--- config.mk ---
export PLATFORM = sky130hd
export DESIGN_NAME = chip8_instruction_execute_unit
export DESIGN_NICKNAME = d
export VERILOG_FILES = /design/src/sv/c8ex_pkg.sv /design/src/sv/chip8_instruction_execute_unit.sv /design/src/sv/c8ex_gpr.sv /design/src/sv/c8ex_exec.sv
export SDC_FILE = /design/constraint.sdc
export NUM_CORES = 1
export LEC_CHECK = 0
export ABC_AREA = 1
export BUFFER_PORTS_ARGS = -buffer_cell sky130_fd_sc_hd__buf_2
export CORE_UTILIZATION = 58
export CTS_CLUSTER_DIAMETER = 200
export DETAILED_ROUTE_END_ITERATION = 7
export HOLD_SLACK_MARGIN = 0.05
export PLACE_DENSITY = 0.81
export REMOVE_ABC_BUFFERS = 1
export SYNTH_ARGS = -nofsm -noshare
export SYNTH_HDL_FRONTEND = slang
export SYNTH_SLANG_ARGS = --single-unit
--- constraint.sdc ---
create_clock -name clk -period 8.3 [get_ports clk]
set_clock_uncertainty 0.2 [all_clocks]
set_input_delay 0.83 -clock clk [delete_from_list [all_inputs] [get_ports clk]]
set_output_delay 0.83 -clock clk [all_outputs]
set_load 0.02 [all_outputs]
--- src/sv/c8ex_pkg.sv ---
// Types and opcode constants shared by the CHIP-8 execute unit.
package c8ex_pkg;

    // Program counter after reset
    localparam logic [11:0] PC_RESET = 12'h200;

    // Instruction step, added to the PC per instruction and per taken skip
    localparam logic [11:0] PC_STEP = 12'd2;

    // Register number of the flag register VF
    localparam logic [3:0] FLAG_IDX = 4'hF;

    // Major opcodes (bits 15:12)
    localparam logic [3:0] OP_SYS   = 4'h0;
    localparam logic [3:0] OP_JP    = 4'h1;
    localparam logic [3:0] OP_CALL  = 4'h2;
    localparam logic [3:0] OP_SE_I  = 4'h3;
    localparam logic [3:0] OP_SNE_I = 4'h4;
    localparam logic [3:0] OP_SE_R  = 4'h5;
    localparam logic [3:0] OP_LD_I  = 4'h6;
    localparam logic [3:0] OP_ADD_I = 4'h7;
    localparam logic [3:0] OP_ALU   = 4'h8;
    localparam logic [3:0] OP_SNE_R = 4'h9;
    localparam logic [3:0] OP_LD_IX = 4'hA;
    localparam logic [3:0] OP_JP_V0 = 4'hB;
    localparam logic [3:0] OP_RND   = 4'hC;
    localparam logic [3:0] OP_DRW   = 4'hD;
    localparam logic [3:0] OP_KEY   = 4'hE;
    localparam logic [3:0] OP_MISC  = 4'hF;

    // 8XYN sub-operations
    localparam logic [3:0] ALU_LD  = 4'h0;
    localparam logic [3:0] ALU_OR  = 4'h1;
    localparam logic [3:0] ALU_AND = 4'h2;
    localparam logic [3:0] ALU_XOR = 4'h3;
    localparam logic [3:0] ALU_ADD = 4'h4;
    localparam logic [3:0] ALU_SUB = 4'h5;
    localparam logic [3:0] ALU_SHR = 4'h6;
    localparam logic [3:0] ALU_SBN = 4'h7;
    localparam logic [3:0] ALU_SHL = 4'hE;

    // EXNN key skips
    localparam logic [7:0] KEY_SKP  = 8'h9E;
    localparam logic [7:0] KEY_SKNP = 8'hA1;

    // FXNN sub-operations
    localparam logic [7:0] FX_LD_DT  = 8'h07;
    localparam logic [7:0] FX_WAITK  = 8'h0A;
    localparam logic [7:0] FX_SET_DT = 8'h15;
    localparam logic [7:0] FX_SET_ST = 8'h18;
    localparam logic [7:0] FX_ADD_I  = 8'h1E;
    localparam logic [7:0] FX_FONT   = 8'h29;
    localparam logic [7:0] FX_BCD    = 8'h33;
    localparam logic [7:0] FX_STORE  = 8'h55;
    localparam logic [7:0] FX_LOAD   = 8'h65;

    typedef enum logic [1:0] {
        ST_OK      = 2'd0,
        ST_UNIMPL  = 2'd1,
        ST_UNKNOWN = 2'd2
    } c8ex_status_t;

    typedef struct packed {
        logic [15:0] instruction;
        logic [15:0] key_mask;
        logic [7:0]  random_byte;
    } c8ex_in_t;

    typedef struct packed {
        logic [11:0]  next_pc;
        logic [15:0]  index_value;
        logic [7:0]   delay_value;
        logic [7:0]   sound_value;
        c8ex_status_t status;
    } c8ex_out_t;

    // Register file write-back from the execute logic
    typedef struct packed {
        logic       gpr_we;
        logic [3:0] gpr_addr;
        logic [7:0] gpr_data;
        logic       flag_we;
        logic       flag;
    } c8ex_wb_t;

endpackage

--- src/sv/chip8_instruction_execute_unit.sv ---
// CHIP-8 instruction execute unit: one fetched instruction in, one status item out.
// Operands are captured into the input stage at accept; the item then executes into the
// result register once that register is empty or being drained.
// Throughput: one instruction per clock while out_stall is low; execute runs in the cycle the result register frees.
// Operands Vx/Vy are read into the input stage with forwarding from the executing item.
// Reset: PC = 0x200, V0..VF, I and both timers read zero, both stages empty.
// cfg_we loads the PC directly; write only while the unit is idle.
module chip8_instruction_execute_unit
    import c8ex_pkg::*;
(
    input  logic        clk,
    input  logic        rst_n,
    input  logic        in_valid,
    output logic        in_stall,
    input  c8ex_in_t    in_item,
    output logic        out_valid,
    input  logic        out_stall,
    output c8ex_out_t   out_item,
    input  logic        cfg_we,
    input  logic [11:0] cfg_data
);

    // input stage: instruction plus captured operands
    logic         in_valid_reg;
    logic         in_valid_next;
    c8ex_in_t     in_reg;

    // result stage
    logic         out_valid_reg;
    logic         out_valid_next;
    c8ex_out_t    out_reg;

    // architectural state outside the register file
    logic [11:0]  pc_reg;
    logic [15:0]  index_reg;
    logic [7:0]   delay_reg;
    logic [7:0]   sound_reg;

    logic         in_take;
    logic         exec_go;

    logic [7:0]   vx;
    logic [7:0]   vy;
    logic [7:0]   v0;
    logic [11:0]  pc_new;
    logic [15:0]  index_new;
    logic [7:0]   delay_new;
    logic [7:0]   sound_new;
    c8ex_status_t status;
    c8ex_wb_t     wb;

    // The held item executes whenever the result register is empty or being drained.
    assign exec_go       = in_valid_reg && (!out_valid_reg || !out_stall);
    assign in_stall      = in_valid_reg && !exec_go;
    assign in_take       = in_valid && !in_stall;
    assign in_valid_next = in_take || (in_valid_reg && !exec_go);

    always_comb
    begin
        out_valid_next = out_valid_reg;
        if (exec_go)
            out_valid_next = 1'b1;
        else if (!out_stall)
            out_valid_next = 1'b0;
    end

    c8ex_gpr u_gpr (
        .clk   (clk),
        .rst_n (rst_n),
        .rd_en (in_take),
        .rd_x  (in_item.instruction[11:8]),
        .rd_y  (in_item.instruction[7:4]),
        .wb_en (exec_go),
        .wb    (wb),
        .vx    (vx),
        .vy    (vy),
        .v0    (v0)
    );

    c8ex_exec u_exec (
        .item      (in_reg),
        .vx        (vx),
        .vy        (vy),
        .v0        (v0),
        .pc        (pc_reg),
        .index_cur (index_reg),
        .delay_cur (delay_reg),
        .sound_cur (sound_reg),
        .pc_new    (pc_new),
        .index_new (index_new),
        .delay_new (delay_new),
        .sound_new (sound_new),
        .status    (status),
        .wb        (wb)
    );

    always_ff @(posedge clk or negedge rst_n)
    begin
        if (!rst_n)
        begin
            in_valid_reg  <= 1'b0;
            out_valid_reg <= 1'b0;
            pc_reg        <= PC_RESET;
            index_reg     <= '0;
            delay_reg     <= '0;
            sound_reg     <= '0;
        end
        else
        begin
            in_valid_reg  <= in_valid_next;
            out_valid_reg <= out_valid_next;
            if (cfg_we)
                pc_reg <= cfg_data;
            else if (exec_go)
                pc_reg <= pc_new;
            if (exec_go)
            begin
                index_reg <= index_new;
                delay_reg <= delay_new;
                sound_reg <= sound_new;
            end
        end
    end

    // payload registers
    always_ff @(posedge clk)
    begin
        if (in_take)
            in_reg <= in_item;
        if (exec_go)
        begin
            out_reg.next_pc     <= pc_new;
            out_reg.index_value <= index_new;
            out_reg.delay_value <= delay_new;
            out_reg.sound_value <= sound_new;
            out_reg.status      <= status;
        end
    end

    assign out_valid = out_valid_reg;
    assign out_item  = out_reg;

    // input side only backs up when a finished result is waiting on a stalled consumer
    a_stall_cause: assert property (@(posedge clk) disable iff (!rst_n)
        in_stall |-> (out_valid && out_stall))
        else $error("input stalled without a blocked result");

    // an executed item always shows up on the output next cycle
    a_exec_out: assert property (@(posedge clk) disable iff (!rst_n)
        exec_go |=> out_valid)
        else $error("executed item not presented");

    // without a configuration write, PC mirrors an executed item's next_pc
    a_pc_result: assert property (@(posedge clk) disable iff (!rst_n)
        (exec_go && !cfg_we) |=> (pc_reg == out_item.next_pc))
        else $error("PC and result next_pc disagree");

    // a configuration write loads the PC
    a_cfg_pc: assert property (@(posedge clk) disable iff (!rst_n)
        cfg_we |=> (pc_reg == $past(cfg_data)))
        else $error("start address not loaded");

endmodule

--- src/sv/c8ex_gpr.sv ---
// V0..VF register file: storage, valid bits and operand capture with write forwarding.
module c8ex_gpr
    import c8ex_pkg::*;
(
    input  logic       clk,
    input  logic       rst_n,
    input  logic       rd_en,
    input  logic [3:0] rd_x,
    input  logic [3:0] rd_y,
    input  logic       wb_en,
    input  c8ex_wb_t   wb,
    output logic [7:0] vx,
    output logic [7:0] vy,
    output logic [7:0] v0
);

    // V0..VE live in the array; VF is a flop of its own since it takes two writes
    logic [7:0]  gpr_mem [16];
    logic [15:0] vld_reg;
    logic [7:0]  vf_reg;
    logic [7:0]  vf_next;
    logic [7:0]  v0_reg;
    logic [7:0]  vx_reg;
    logic [7:0]  vy_reg;
    logic        mem_we;

    assign mem_we = wb_en && wb.gpr_we && (wb.gpr_addr != FLAG_IDX);

    always_comb
    begin
        vf_next = vf_reg;
        if (wb_en && wb.gpr_we && (wb.gpr_addr == FLAG_IDX))
            vf_next = wb.gpr_data;
        if (wb_en && wb.flag_we)
            vf_next = {7'd0, wb.flag};
    end

    always_ff @(posedge clk or negedge rst_n)
    begin
        if (!rst_n)
        begin
            vld_reg <= '0;
            vf_reg  <= '0;
            v0_reg  <= '0;
        end
        else
        begin
            vf_reg <= vf_next;
            if (mem_we)
                vld_reg[wb.gpr_addr] <= 1'b1;
            if (mem_we && (wb.gpr_addr == 4'd0))
                v0_reg <= wb.gpr_data;
        end
    end

    always_ff @(posedge clk)
    begin
        if (mem_we)
            gpr_mem[wb.gpr_addr] <= wb.gpr_data;
    end

    // operand read, sees the write of the item executing at the same edge
    always_ff @(posedge clk)
    begin
        if (rd_en)
        begin
            if (rd_x == FLAG_IDX)
                vx_reg <= vf_next;
            else if (mem_we && (wb.gpr_addr == rd_x))
                vx_reg <= wb.gpr_data;
            else if (vld_reg[rd_x])
                vx_reg <= gpr_mem[rd_x];
            else
                vx_reg <= '0;

            if (rd_y == FLAG_IDX)
                vy_reg <= vf_next;
            else if (mem_we && (wb.gpr_addr == rd_y))
                vy_reg <= wb.gpr_data;
            else if (vld_reg[rd_y])
                vy_reg <= gpr_mem[rd_y];
            else
                vy_reg <= '0;
        end
    end

    assign vx = vx_reg;
    assign vy = vy_reg;
    assign v0 = v0_reg;

endmodule

--- src/sv/c8ex_exec.sv ---
// Instruction decode and execute: next PC, I, timers, status and register write-back.
module c8ex_exec
    import c8ex_pkg::*;
(
    input  c8ex_in_t     item,
    input  logic [7:0]   vx,
    input  logic [7:0]   vy,
    input  logic [7:0]   v0,
    input  logic [11:0]  pc,
    input  logic [15:0]  index_cur,
    input  logic [7:0]   delay_cur,
    input  logic [7:0]   sound_cur,
    output logic [11:0]  pc_new,
    output logic [15:0]  index_new,
    output logic [7:0]   delay_new,
    output logic [7:0]   sound_new,
    output c8ex_status_t status,
    output c8ex_wb_t     wb
);

    logic [3:0]  op;
    logic [3:0]  x;
    logic [3:0]  n;
    logic [7:0]  nn;
    logic [11:0] nnn;
    logic [11:0] pc_inc;
    logic        skip;
    logic        key_hit;
    logic [8:0]  sum9;

    assign op      = item.instruction[15:12];
    assign x       = item.instruction[11:8];
    assign n       = item.instruction[3:0];
    assign nn      = item.instruction[7:0];
    assign nnn     = item.instruction[11:0];
    assign pc_inc  = pc + PC_STEP;
    assign key_hit = item.key_mask[vx[3:0]];
    assign sum9    = {1'b0, vx} + {1'b0, vy};

    always_comb
    begin
        skip        = 1'b0;
        status      = ST_OK;
        pc_new      = pc_inc;
        index_new   = index_cur;
        delay_new   = delay_cur;
        sound_new   = sound_cur;
        wb.gpr_we   = 1'b0;
        wb.gpr_addr = x;
        wb.gpr_data = '0;
        wb.flag_we  = 1'b0;
        wb.flag     = 1'b0;

        unique case (op) inside
            OP_SYS, OP_CALL, OP_DRW: status = ST_UNIMPL;
            OP_JP:    pc_new = nnn;
            OP_SE_I:  skip = (vx == nn);
            OP_SNE_I: skip = (vx != nn);
            OP_SE_R:  skip = (vx == vy);
            OP_SNE_R: skip = (vx != vy);
            OP_LD_I:
            begin
                wb.gpr_we   = 1'b1;
                wb.gpr_data = nn;
            end
            OP_ADD_I:
            begin
                wb.gpr_we   = 1'b1;
                wb.gpr_data = vx + nn;
            end
            OP_ALU:
            begin
                wb.gpr_we = 1'b1;
                unique case (n)
                    ALU_LD:  wb.gpr_data = vy;
                    ALU_OR:  wb.gpr_data = vx | vy;
                    ALU_AND: wb.gpr_data = vx & vy;
                    ALU_XOR: wb.gpr_data = vx ^ vy;
                    ALU_ADD:
                    begin
                        wb.gpr_data = sum9[7:0];
                        wb.flag_we  = 1'b1;
                        wb.flag     = sum9[8];
                    end
                    ALU_SUB:
                    begin
                        wb.gpr_data = vx - vy;
                        wb.flag_we  = 1'b1;
                        wb.flag     = (vx >= vy);
                    end
                    ALU_SHR:
                    begin
                        wb.gpr_data = {1'b0, vy[7:1]};
                        wb.flag_we  = 1'b1;
                        wb.flag     = vy[0];
                    end
                    ALU_SBN:
                    begin
                        wb.gpr_data = vy - vx;
                        wb.flag_we  = 1'b1;
                        wb.flag     = (vy >= vx);
                    end
                    ALU_SHL:
                    begin
                        wb.gpr_data = {vy[6:0], 1'b0};
                        wb.flag_we  = 1'b1;
                        wb.flag     = vy[7];
                    end
                    default:
                    begin
                        wb.gpr_we = 1'b0;
                        status    = ST_UNKNOWN;
                    end
                endcase
            end
            OP_LD_IX: index_new = {4'd0, nnn};
            OP_JP_V0: pc_new = {4'd0, v0} + nnn;
            OP_RND:
            begin
                wb.gpr_we   = 1'b1;
                wb.gpr_data = item.random_byte & nn;
            end
            OP_KEY:
            begin
                if (nn == KEY_SKP)
                    skip = key_hit;
                else if (nn == KEY_SKNP)
                    skip = !key_hit;
                else
                    status = ST_UNKNOWN;
            end
            OP_MISC:
            begin
                unique case (nn) inside
                    FX_LD_DT:
                    begin
                        wb.gpr_we   = 1'b1;
                        wb.gpr_data = delay_cur;
                    end
                    FX_SET_DT: delay_new = vx;
                    FX_SET_ST: sound_new = vx;
                    FX_ADD_I:  index_new = index_cur + {8'd0, vx};
                    FX_WAITK, FX_FONT, FX_BCD, FX_STORE, FX_LOAD: status = ST_UNIMPL;
                    default:   status = ST_UNKNOWN;
                endcase
            end
            default: status = ST_UNKNOWN;
        endcase

        if (skip)
            pc_new = pc_inc + PC_STEP;
    end

endmodule
* After elaboration in Yosys (flattened, before gate mapping)
Memories as Yosys holds them, arrays and structs flattened.
Index checks and enable logic that the tools add are counted.
** Storage, ports and cells
- Register bits after elaboration :: 180
- Memory bits (writable) :: 128
- Input bits :: 57
- Output and inout bits :: 48
- Word-level logic and storage cells :: 159
- Memories :: 1
** Operators by class
- Add/subtract/negate cells :: 8
- Magnitude comparators :: 7
- Eq/ne operators :: 45
- Multiplexer cells :: 46
- Bitwise operators :: 5
- Reduce and logical (&&, ||, !) cells :: 28
** Memories
- u_gpr.gpr_mem :: depth 16, bits a word 8, read ports 2, clocked after Yosys merged registers in 0, write ports 1, line c8ex_gpr.sv:18 : logic [7:0] gpr_mem [16];
** Operators with widths (count)
- 8-bit 2-to-1 mux :: 13
- 8-bit one-hot mux with 9 select lines :: 1
- 4-bit equality test (second input constant) :: 12
- 8-bit one-hot mux with 5 select lines :: 1
- 12-bit 2-to-1 mux :: 3
- 4-bit by 3-bit equality test with 1-bit output (second input constant) :: 8
- 16-bit one-hot mux with 2 select lines :: 1
- 12-bit by 2-bit adder with 12-bit output (second input constant) :: 2
- 8-bit by 5-bit equality test with 1-bit output (second input constant) :: 3
- 12-bit one-hot mux with 2 select lines :: 1
- 4-bit by 5-bit < comparator with 1-bit output (second input constant) :: 4
- 2-bit one-hot mux with 5 select lines :: 2
- 16-bit by 8-bit adder with 16-bit output :: 1
- 8-bit AND :: 2
- 4-bit by 2-bit equality test with 1-bit output (second input constant) :: 4
- 8-bit by 6-bit equality test with 1-bit output (second input constant) :: 2
- 8-bit by 7-bit equality test with 1-bit output (second input constant) :: 2
- 8-bit equality test :: 2
- 8-bit equality test (second input constant) :: 2
- 8-bit >= comparator :: 2
- 16-bit 2-to-1 mux :: 1
- 8-bit != test :: 2
- 16-bit bitwise OR :: 1
- 8-bit subtractor :: 2
- other kinds (29) :: 65

* Longest topological paths before layout
Gate-level depths: netlist of run 1.
- Depth in word-level cells :: 9
- Depth in mapped cells :: 17
- Gate-level depth less buffers :: 16

* Modules after synthesis
From an unflattened synthesis of run 1, not the netlist that was laid out.
** Second synthesis, totals
- Cell total of the unflattened synthesis :: 2518
- Area, all modules :: 19312.3 sq um
** By module, submodules not included
- c8ex_gpr :: instances 1, cells an instance 1197, area each 9531.6 sq um, sequential area each 5124.9 sq um
- c8ex_exec :: instances 1, cells an instance 999, area each 5247.5 sq um, sequential area each 0.0 sq um
- chip8_instruction_execute_unit :: instances 1, cells an instance 322, area each 4533.1 sq um, sequential area each 3734.8 sq um

* Least setup slack after synthesis of run 1
OpenSTA, ideal clock, no wires.
- Path kind :: input to register
- Start point :: in out_stall
- End point :: reg out_reg, in the netlist out_item[0] (enable)
- Setup time :: 428 ps
- Data arrival time :: 2820 ps
- Required time :: 7672 ps
- Path slack :: 4852 ps
- Cell stages on the path :: 5
- Buffers on the path :: 2
- Path through :: nand2_1 nand2_1 inv_1 buf_2 buf_1
** Between the ends
- Longest elaborated chain between the ends :: 3
** Ends and longest elaborated chain
- start: declaration :: line chip8_instruction_execute_unit.sv:17 : input logic out_stall,
- 1-bit logical NOT
- 1-bit logical OR :: line chip8_instruction_execute_unit.sv:53 : assign exec_go = in_valid_reg && (!out_valid_reg || !out_stall);
- 1-bit logical AND :: line chip8_instruction_execute_unit.sv:53
- via exec_go :: line chip8_instruction_execute_unit.sv:40 : logic exec_go;
- end: declaration :: line chip8_instruction_execute_unit.sv:31 : c8ex_out_t out_reg;
The timed path passes the listed nets, and every way through them passes these cells.
A chain may end at the register's enable or synchronous reset.

==> results of run 1 <==
synth_stat cells (7+ instances only):
master    count
nand2_1     527
o21ai_0     247
inv_1       237
edfxtp_1    230
nand3_1     187
a21oi_1     140
nor2_1      134
dfrtp_1      77
clkbuf_1     57
ha_1         57
o211ai_1     48
nand4_1      30
nor3_1       16
buf_2        15
o21ai_1      14
o22ai_1      13
inv_2        12
and2_1       11
buf_1        11
or2_2        10
xor2_1       10
o21a_1        9
o221ai_1      9
xnor2_1       8
o21bai_1      7
cells by family (layout without fill, tap and decap cells):
kind of cell	after synthesis	count (layout)
AOI/OAI and AO/OA	516	516
xor gates and xnor gates	18	18
adders and majority gates	63	63
buffers and inverters	340	438
DFF	308	308
other	1	8
and+or+nand+nor	947	947
report_power, final:
group	total [mW]	leakage [nW]	switching, mW	internal, mW
Clock	1.59	0.563	0.665	0.924
Combinational	0.790	5.12	0.539	0.251
Sequential	1.87	3.14	0.0825	1.78
Total	4.25	8.83	1.29	2.96
worst min-delay path by stage:
stage / slack, ps / cells after the start / from / to
after floorplan: 160 / 0 / u_gpr.vld_reg[15]$_DFFE_PN0P_ / u_gpr.vld_reg[15]$_DFFE_PN0P_
after global placement: 190 / 0 / u_gpr.vld_reg[15]$_DFFE_PN0P_ / u_gpr.vld_reg[15]$_DFFE_PN0P_
after detailed placement: 180 / 0 / u_gpr.vld_reg[15]$_DFFE_PN0P_ / u_gpr.vld_reg[15]$_DFFE_PN0P_
after CTS: 200 / 0 / u_gpr.vld_reg[15]$_DFFE_PN0P_ / u_gpr.vld_reg[15]$_DFFE_PN0P_
after global routing: 220 / 0 / u_gpr.vld_reg[15]$_DFFE_PN0P_ / u_gpr.vld_reg[15]$_DFFE_PN0P_
final: 200 / 0 / u_gpr.vld_reg[15]$_DFFE_PN0P_ / u_gpr.vld_reg[15]$_DFFE_PN0P_
layout make-up:
type | count | area share [%]
Clock inverter | 19 | 1.03
Multi-Input combinational cell | 1552 | 39.7
Inverter | 255 | 4.77
Sequential cell | 308 | 44.1
Tap cell | 396 | 2.47
Clock buffer | 47 | 4.80
Timing Repair Buffer | 117 | 3.13
layer usage:
| metal | vias up | wire length [um] | track usage [%] | share of wire (%) |
|---|---|---|---|---|
| li1 | 7637 | - | - | - |
| met1 | 7861 | 21900 | 46.3 | 40 |
| met2 | 1005 | 25500 | 56.2 | 47 |
| met4 | 0 | 2540 | 15.1 | 4.7 |
| met5 | - | 0 | 0 | 0 |
| met3 | 179 | 4710 | 4.56 | 8.6 |
worst max-delay path: stages, from the launching register on:
cell and delay, ps:
edfxtp_1 710, clkinv_1 480, ha_1 360, fa_1 470, o21ai_1 300, nand2_1 130, nand2_1 80, nand2_1 50
nand3_1 60, nand4_1 90, nand2_1 100, nand2_1 420, o21ai_1 280, nand2_1 110
placed cells by master, fill, tap and decap left out, drive strengths merged, types with 3 or more instances in the layout:
master and count:
o221ai 9, o22ai 13, o21bai 7, a211oi 4
ha 57, xor2 10, a21oi 140, a221oi 6
o21a 9, fa 6, buf 116, nor2 141
nand2 533, edfxtp 230, xnor2 8, conb 8
and2 11, o21ai 261, o31ai 3, dfrtp 77
o211ai 48, a31oi 6, nor3 17, or2 16
a21o 3, inv 250, clkinv 19, nand3 191
nand4 30, nand3b 6, clkbuf 47, bufinv 3
timing repair:
item / 4_1_cts / 5_1_grt
hold buffers: 1 / 0
endpoints found under the hold margin: 10 / 0
setup buffers: 0 / 0
setup endpoints to repair: 0 / 0
==> results.py, run 1 <==
metrics = {
    "status": {
        "status": "completed",
    },
    "worst_hold_path": {
        "hold_path.class": "flop to flop",
    },
    "clocking": {
        "clock_sinks": 308,
        "clk_pin_slew_worst_paths_ps": 60,
        "post_cts_resized": 0,
        "clock_path_buffers": 3,
        "tritoncts": "done",
        "numCtsBuffers": 36,
        "cts-root-buf": "clkbuf_16",
        "insertion_delay_ps": 540,
        "htree_levels": 2,
    },
    "power": {
        "power_density_nw_per_um2": 211,
        "finalPower_mw": 4.25,
        "p_leak_nw": 8.83,
        "ir_worst_vdd_uv": 192,
    },
    "timing": {
        "fin_crit_sh_pct": 49.5,
        "fin_crit_ps": 4110,
        "setup_viol": 0,
        "hold_slack_ps": 200,
        "hold_violations": 0,
        "relSlewSlack_pct": 27.3,
        "drv_slew": 0,
        "setup_ws_ps": 4190,
        "setup_tns_ps": 0,
        "worst_pin_slew_ps": 1090,
        "max_freq_ghz": 0.244,
        "rsz0062_at_grt": "false",
    },
    "yosys": {
        "synth-async-reset-ratio_pct": 25.3,
        "synth_area_leaders": "edfxtp_1 38%, nand2_1 11%, dfrtp_1 11%",
        "yosysWarnings": 0,
        "synth_flop_cell": "edfxtp_1",
        "synthXorXnorAreaFrac_pct": 0.871,
        "yosys.area_share.simple_pct": 22.5,
        "synth_edf_count": 230,
        "synthAdderAreaFrac_pct": 4.60,
        "synth_cells": 2193,
        "synth_mux_area_share_pct": 0,
        "synth_top_cell_area_share_pct": 38.1,
        "seq_area_frac_synth_pct": 48.9,
        "yosysTopAreaCell": "edfxtp_1",
        "synth-compound-area-share_pct": 15.8,
        "postSynthAreaPerCell_um2": 8.26,
        "synth_top_family_by_area": "simple AND/OR/NAND/NOR gates",
        "synth_cell_types": 52,
        "synthesis.area_um2": 18100,
        "ys_ff_latch": 308,
    },
    "grt": {
        "grtUsageTotal_pct": 34.5,
        "grt_overflow": 0,
        "grt_pass1_vias": 15435,
        "grt_pass1_wl_um": 84000,
        "antenna_found_initial": 0,
        "grt_start_max_net_pins": 79,
    },
    "cells_and_area": {
        "syn2layout_area_growth_pct": 10.9,
        "final_core_util_pct": 65.5,
        "multiInputGateArea_um2": 7970,
        "instances_no_fill": 2694,
        "design_area_um2": 20100,
        "fill_cells": 2571,
        "num_antenna_cells": 0,
        "fin_nets": 2390,
        "layout-drive-gt1-share_pct": 9.23,
        "regArea_um2": 8860,
        "largest_reg_flops": 128,
    },
    "critical_path": {
        "r2r-end": "u_gpr.vy[6]$_DFFE_PP_",
        "rr_startpoint": "u_gpr.vx[0]$_DFFE_PP_",
        "cp.arrival_ps": 4180,
        "worst_r2r_path_depth": 13,
        "critPathLaunch": "u_gpr.vx[0]$_DFFE_PP_",
        "worstSetupEndpoint": "u_gpr.vy[6]$_DFFE_PP_",
        "startpoint_type": "flop",
        "crit_path_max_fanout": 19,
        "r2r_setup_slack_ps": 4190,
        "required_ps": 8370,
        "criticalPathCategory": "flop to flop",
        "crit_path_end_kind": "flop",
    },
    "detailed_routing": {
        "viasPerCell": 6.19,
        "antenna_left": 0,
        "firstDrtPassIters": 6,
        "drt_iter0_drc": 1895,
        "drc": 0,
        "num_vias": 16682,
        "wirelength_um": 54600,
        "wl_per_cell_um": 20.3,
    },
    "placed_design": {
        "place_area_um2": 18900,
        "dp_cells": 2627,
        "gp_congestion": 0.968,
        "io_buffers": 104,
        "dp_slack_ps": 4280,
        "dp.final_hpwl_um": 37700,
    },
    "die": {
        "fp.coreArea_um2": 30700,
        "die-area_um2": 31900,
        "start_util_pct": 59.0,
        "io_pins": 105,
        "die_h_um": 179,
        "num_rows": 64,
        "fp.dieW_um": 179,
    },
    "flow_run": {
        "max-cap-violations": 0,
    },
}
No activity file was read; power rests on OpenSTA's default activity.
==> inputs of run 2 (changes only) <==
- ABC_AREA: 1 -> 0
- PLACE_DENSITY: 0.81 -> 0.82
- clock period: 8.3 -> 4 ns (I/O delays scaled with it)
==> results.py, run 2 <==
metrics = {
    "timing": {
        "drv_slew": 0,
        "hold_violations": 0,
        "fin_crit_sh_pct": 95.2,
        "setup_viol": 0,
        "worst_pin_slew_ps": 1010,
        "fin_crit_ps": 3810,
        "setup_ws_ps": 191,
        "rsz0062_at_grt": "false",
        "relSlewSlack_pct": 32.6,
        "setup_tns_ps": 0,
        "max_freq_ghz": 0.263,
    },
    "yosys": {
        "yosys-top-cells-count": "230 x edfxtp_1, 134 x nand2_1, 104 x nor2_1",
        "yosysWarnings": 0,
        "synth_flop_cell": "edfxtp_1",
        "synth_top_cell_area_share_pct": 39.2,
        "synth_cells": 1474,
        "synthesis.area_um2": 17600,
        "yosysTopAreaCell": "edfxtp_1",
        "postSynthAreaPerCell_um2": 11.9,
        "synth_edf_count": 230,
        "synth_area_leaders": "edfxtp_1 39%, mux4_2 12%, dfrtp_1 11%",
        "synth_cell_types": 78,
        "ys_ff_latch": 308,
        "yosysMostFrequentCell": "edfxtp_1",
        "synth-async-reset-ratio_pct": 25.3,
        "seq_area_frac_synth_pct": 50.3,
    },
    "clocking": {
        "numCtsBuffers": 34,
        "insertion_delay_ps": 540,
        "cts_setup_buffers": 0,
        "clock_path_buffers": 3,
        "clk_pin_slew_worst_paths_ps": 70,
        "tritoncts": "done",
        "cts_hold_buffers": 48,
        "cts-root-buf": "clkbuf_16",
        "post_cts_resized": 0,
        "htree_levels": 2,
        "clock_sinks": 308,
    },
    "grt": {
        "antenna_found_initial": 0,
        "grt_pass1_vias": 13586,
        "grt_start_max_net_pins": 84,
        "grt_overflow": 0,
        "grt_pass1_wl_um": 76600,
        "grtUsageTotal_pct": 32.7,
    },
    "die": {
        "io_pins": 105,
        "num_rows": 63,
        "die-area_um2": 31000,
        "die_h_um": 176,
        "fp.dieW_um": 176,
        "start_util_pct": 59.2,
        "fp.coreArea_um2": 29700,
    },
    "cells_and_area": {
        "syn2layout_area_growth_pct": 16.5,
        "num_antenna_cells": 0,
        "largest_reg_flops": 128,
        "fill_cells": 2062,
        "fin_nets": 1783,
        "layout_common_cells": "230 x edfxtp_1, 133 x nand2_1, 104 x nor2_1, 103 x buf_2, 92 x mux4_2",
        "final_common_cell": "edfxtp_1",
        "layout-drive-gt1-share_pct": 23.2,
    },
    "power": {
        "ir_worst_vdd_uv": 400,
        "p_leak_nw": 8.04,
        "seqPwrFrac_pct": 44.2,
        "p_sw_share_pct": 29.1,
        "power_frac_clock_pct": 35.0,
        "power_density_nw_per_um2": 434,
        "p_comb_share_pct": 20.8,
        "intPower_mw": 6.30,
        "finalPower_mw": 8.89,
        "power.net_switching_mw": 2.59,
    },
    "critical_path": {
        "worst_r2r_path_depth": 10,
        "required_ps": 4010,
        "rr_startpoint": "u_gpr.vx[0]$_DFFE_PP_",
        "startpoint_type": "flop",
        "critPathLaunch": "u_gpr.vx[0]$_DFFE_PP_",
        "crit_path_max_fanout": 16,
        "crit_path_end_kind": "flop",
        "r2r_setup_slack_ps": 190,
        "r2r-end": "u_gpr.gpr_mem[13][6]$_DFFE_PP_",
        "worstSetupEndpoint": "u_gpr.gpr_mem[13][6]$_DFFE_PP_",
        "cp.arrival_ps": 3820,
        "criticalPathCategory": "flop to flop",
    },
    "detailed_routing": {
        "num_vias": 13603,
        "antenna_left": 0,
        "viasPerCell": 6.55,
        "wirelength_um": 49900,
        "firstDrtPassIters": 5,
        "drt_iter0_drc": 1709,
        "wl_per_cell_um": 24.0,
        "drc": 0,
    },
    "placed_design": {
        "io_buffers": 104,
        "dp.final_hpwl_um": 33800,
        "dp_slack_ps": 276,
        "gp_congestion": 0.958,
    },
    "flow_run": {
        "max-cap-violations": 0,
    },
    "status": {
        "status": "completed",
    },
    "worst_hold_path": {
        "hold_path.class": "primary input to flop",
    },
}
## run 2: changes by cell type in the layout (fill, tap and decap cells not counted), sizes merged, moves of 18 or more
cell	delta
a21oi	-69
buf	+74
dlygate4sd3	+47
inv	-195
mux2i	+35
mux4	+92
nand2	-399
nand3	-155
nand4	-18
nor2	-37
nor2b	+22
nor3	+19
o211ai	-41
o21ai	-175
## run 2: power by group through the flow
stage	Sequential, mW	Clock, mW	Combinational (mW)
floorplan	4.03	0	1.12
global placement	3.97	0	1.73
detailed placement	3.98	0	1.77
CTS	3.92	3.14	1.82
global route	3.96	3.26	2.01
finish	3.93	3.11	1.85
## run 2: metrics by stage
| step | hold WS, ps | utilization [%] | instances | area, um2 |
|---|---|---|---|---|
| floorplan | -95.6 | - | 1389 | 17200 |
| global placement | 191 | 63.7 | 1969 | 18900 |
| detailed placement | 197 | 63.7 | 1969 | 18900 |
| CTS | 96.1 | 69.0 | 2078 | 20500 |
| global route | 144 | 69.0 | 2078 | 20500 |
| finish | 108 | 69.0 | 2078 | 20500 |
## run 2: critical path: stages (launching register included)
cell and delay [ps]:
edfxtp_1 530, ha_1 280, fa_1 490, or2_2 300, a221oi_1 510, or4_1 190, a21oi_1 80, a211o_1 310
a21oi_1 190, buf_4 170, inv_1 220
## run 2: routing by layer
layer	vias up	share of wire, %	global-route usage (%)	wire length, um
li1	6011	-	-	-
met1	6681	38	42.2	18800
met2	741	49	54.9	24600
met3	170	8.1	5.00	4040
met4	0	4.8	14.7	2390
met5	-	0	0	0
## run 2: kinds of logic after synthesis
group / Yosys count / synth area share (%)
adder cells (fa/ha/maj): 63 / 4.74
multiplexers: 141 / 14.7
other: 1 / 0.0213
flip-flops: 308 / 50.3
AND/OR/NAND/NOR: 440 / 12.3
AO/OA/AOI/OAI: 329 / 12.3
XOR/XNOR: 47 / 2.34
buffers and inverters: 145 / 3.33
## run 2: worst min path at each step
stage | from | to | slack [ps] | cells after the start
floorplan | rst_n | delay_reg[0]$_DFFE_PN0P_ | -100 | 0
global placement | u_gpr.vld_reg[15]$_DFFE_PN0P_ | u_gpr.vld_reg[15]$_DFFE_PN0P_ | 190 | 0
detailed placement | u_gpr.vld_reg[15]$_DFFE_PN0P_ | u_gpr.vld_reg[15]$_DFFE_PN0P_ | 200 | 0
CTS | cfg_we | pc_reg[5]$_DFFE_PN0P_ | 100 | 3
global route | cfg_we | pc_reg[2]$_DFFE_PN0P_ | 140 | 3
finish | cfg_we | pc_reg[3]$_DFFE_PN0P_ | 110 | 3
## run 2: cell type report
cell class / count / area (um2) / area share [%]
sequential: 308 / 8860 / 43.2
multi-input combinational: 1028 / 8200 / 40.0
timing repair buffer: 238 / 1660 / 8.10
clock buffer: 42 / 881 / 4.30
tap: 390 / 488 / 2.38
clock inverter: 19 / 215 / 1.05
inverter: 53 / 200 / 0.977
==> inputs of run 3 (changes only) <==
- ABC_AREA: 0 -> 1
- PLACE_DENSITY: 0.82 -> 0.81
==> results.py, run 3 (synthesized netlist as in run 1, its figures left out) <==
metrics = {
    "die": {
        "fp.dieW_um": 179,
        "io_pins": 105,
        "num_rows": 64,
        "fp.coreArea_um2": 30700,
        "die_h_um": 179,
        "start_util_pct": 59.0,
        "die-area_um2": 31900,
    },
    "power": {
        "power_density_nw_per_um2": 423,
        "ir_worst_vdd_uv": 398,
        "p_leak_nw": 9.26,
    },
    "cells_and_area": {
        "layout-drive-gt1-share_pct": 10.7,
        "fin_nets": 2480,
        "design_area_um2": 20900,
        "regArea_um2": 8860,
        "final_common_cell": "nand2_1",
        "fill_cells": 2404,
        "largest_reg_flops": 128,
        "layout_common_cells": "527 x nand2_1, 247 x o21ai_0, 235 x inv_1, 230 x edfxtp_1, 187 x nand3_1",
        "multiInputGateArea_um2": 7970,
        "num_antenna_cells": 0,
        "syn2layout_area_growth_pct": 15.3,
    },
    "timing": {
        "relSlewSlack_pct": 29.1,
        "fin_crit_ps": 3630,
        "worst_pin_slew_ps": 1060,
        "setup_viol": 0,
        "fin_crit_sh_pct": 90.7,
        "max_freq_ghz": 0.276,
        "hold_slack_ps": 67.1,
        "hold_violations": 0,
        "drv_slew": 0,
        "rsz0062_at_grt": "false",
        "setup_tns_ps": 0,
    },
    "critical_path": {
        "path_buf_inv": 1,
        "crit_family": "simple AND/OR/NAND/NOR gates",
        "crit_chain": "clkinv_1, ha_1, fa_1, o21ai_1, nand2_1, nand2_1, nand2_1, nand3_1, nand4_1, nand2_1, nand2_1, o21ai_1, nand2_1",
        "cpMostUsedCell": "nand2_1",
        "crit_path_max_fanout": 19,
        "crit_path_end_kind": "flop",
        "cp.arrival_ps": 3710,
        "cp_slowest_stage_delay_ps": 690,
        "criticalPathCategory": "flop to flop",
        "startpoint_type": "flop",
        "r2r_setup_slack_ps": 370,
        "required_ps": 4080,
        "slowest_stage": "edfxtp_1",
    },
    "clocking": {
        "clock_path_buffers": 3,
        "cts_setup_buffers": 0,
        "insertion_delay_ps": 530,
        "clk_pin_slew_worst_paths_ps": 60,
        "numCtsBuffers": 35,
        "htree_levels": 2,
        "cts-root-buf": "clkbuf_16",
        "tritoncts": "done",
        "clock_sinks": 308,
    },
    "placed_design": {
        "dp.final_hpwl_um": 39700,
        "io_buffers": 104,
        "place_area_um2": 19200,
        "gp_congestion": 0.996,
    },
    "detailed_routing": {
        "firstDrtPassIters": 6,
        "wirelength_um": 56400,
        "drc": 0,
        "wl_per_cell_um": 20.3,
        "antenna_left": 0,
        "viasPerCell": 6.08,
        "drt_iter0_drc": 2327,
        "num_vias": 16903,
    },
    "worst_hold_path": {
        "hold_path.class": "primary input to flop",
    },
    "grt": {
        "antenna_found_initial": 0,
        "grtUsageTotal_pct": 35.5,
        "grt_start_max_net_pins": 124,
        "grt_overflow": 0,
        "grt_pass1_wl_um": 86200,
        "grt_pass1_vias": 15915,
    },
    "status": {
        "status": "completed",
    },
    "flow_run": {
        "max-cap-violations": 0,
    },
}
## run 3: path summary, 6_finish.rpt
check / depth (start not counted) / startpoint / endpoint
max in group asynchronous: 3 / rst_n / pc_reg[9]$_DFFE_PN1P_
min in group asynchronous: 2 / rst_n / sound_reg[0]$_DFFE_PN0P_
min reg2reg: 0 / u_gpr.vld_reg[15]$_DFFE_PN0P_ / u_gpr.vld_reg[15]$_DFFE_PN0P_
max: 13 / u_gpr.vx[0]$_DFFE_PP_ / u_gpr.vx[6]$_DFFE_PP_
min: 3 / cfg_we / pc_reg[0]$_DFFE_PN0P_
max reg2reg: 13 / u_gpr.vx[0]$_DFFE_PP_ / u_gpr.vx[6]$_DFFE_PP_
## run 3: what timing repair did
item / CTS / global route
endpoints found under the hold margin: 109 / 0
resized for setup: 0 / 0
hold buffers: 49 / 0
## run 3: cell type report
type / instances / area share (%)
Clock buffer: 42 / 4.52
Clock inverter: 21 / 1.01
Inverter: 255 / 4.59
Multi-Input combinational cell: 1552 / 38.2
Sequential cell: 308 / 42.4
Tap cell: 396 / 2.37
Timing Repair Buffer: 208 / 6.92
## run 3: through the flow
step | worst slack [ps] | std cells | utilization [%] | power (mW)
after detailed placement | 496 | 2670 | 62.7 | 5.53
after CTS | 480 | 2782 | 68.1 | 8.81
after global placement | 554 | 2670 | 62.7 | 5.50
after floorplan | -200 | 2115 | - | 4.94
after global routing | 68.4 | 2782 | 68.1 | 9.15
final | 371 | 2782 | 68.1 | 8.83
## run 3: per-layer routing
layer | share of wire, % | track usage [%] | routed length, um | up-vias
met5 | 0 | 0 | 0 | -
met4 | 5.3 | 18.8 | 3010 | 0
met3 | 9.1 | 5.73 | 5120 | 214
met2 | 47 | 57.8 | 26500 | 1038
met1 | 39 | 45.7 | 21800 | 7832
li1 | - | - | - | 7819
## run 3: where the power goes
group          switching (mW)  internal [mW]  total, mW  leakage, nW
registers               0.152           3.70       3.85         3.14
logic                    1.15          0.569       1.72         5.54
clock network            1.37           1.90       3.27        0.566
total                    2.67           6.17       8.83         9.26
## run 3: worst register-to-register path: cells and delay by family (launching register included)
kind	cells	cell delay (ps)
DFF	1	690
and+or+nand+nor	8	1020
adders and majority gates	2	710
buffers and inverters	1	190
AOI/OAI and AO/OA	2	570
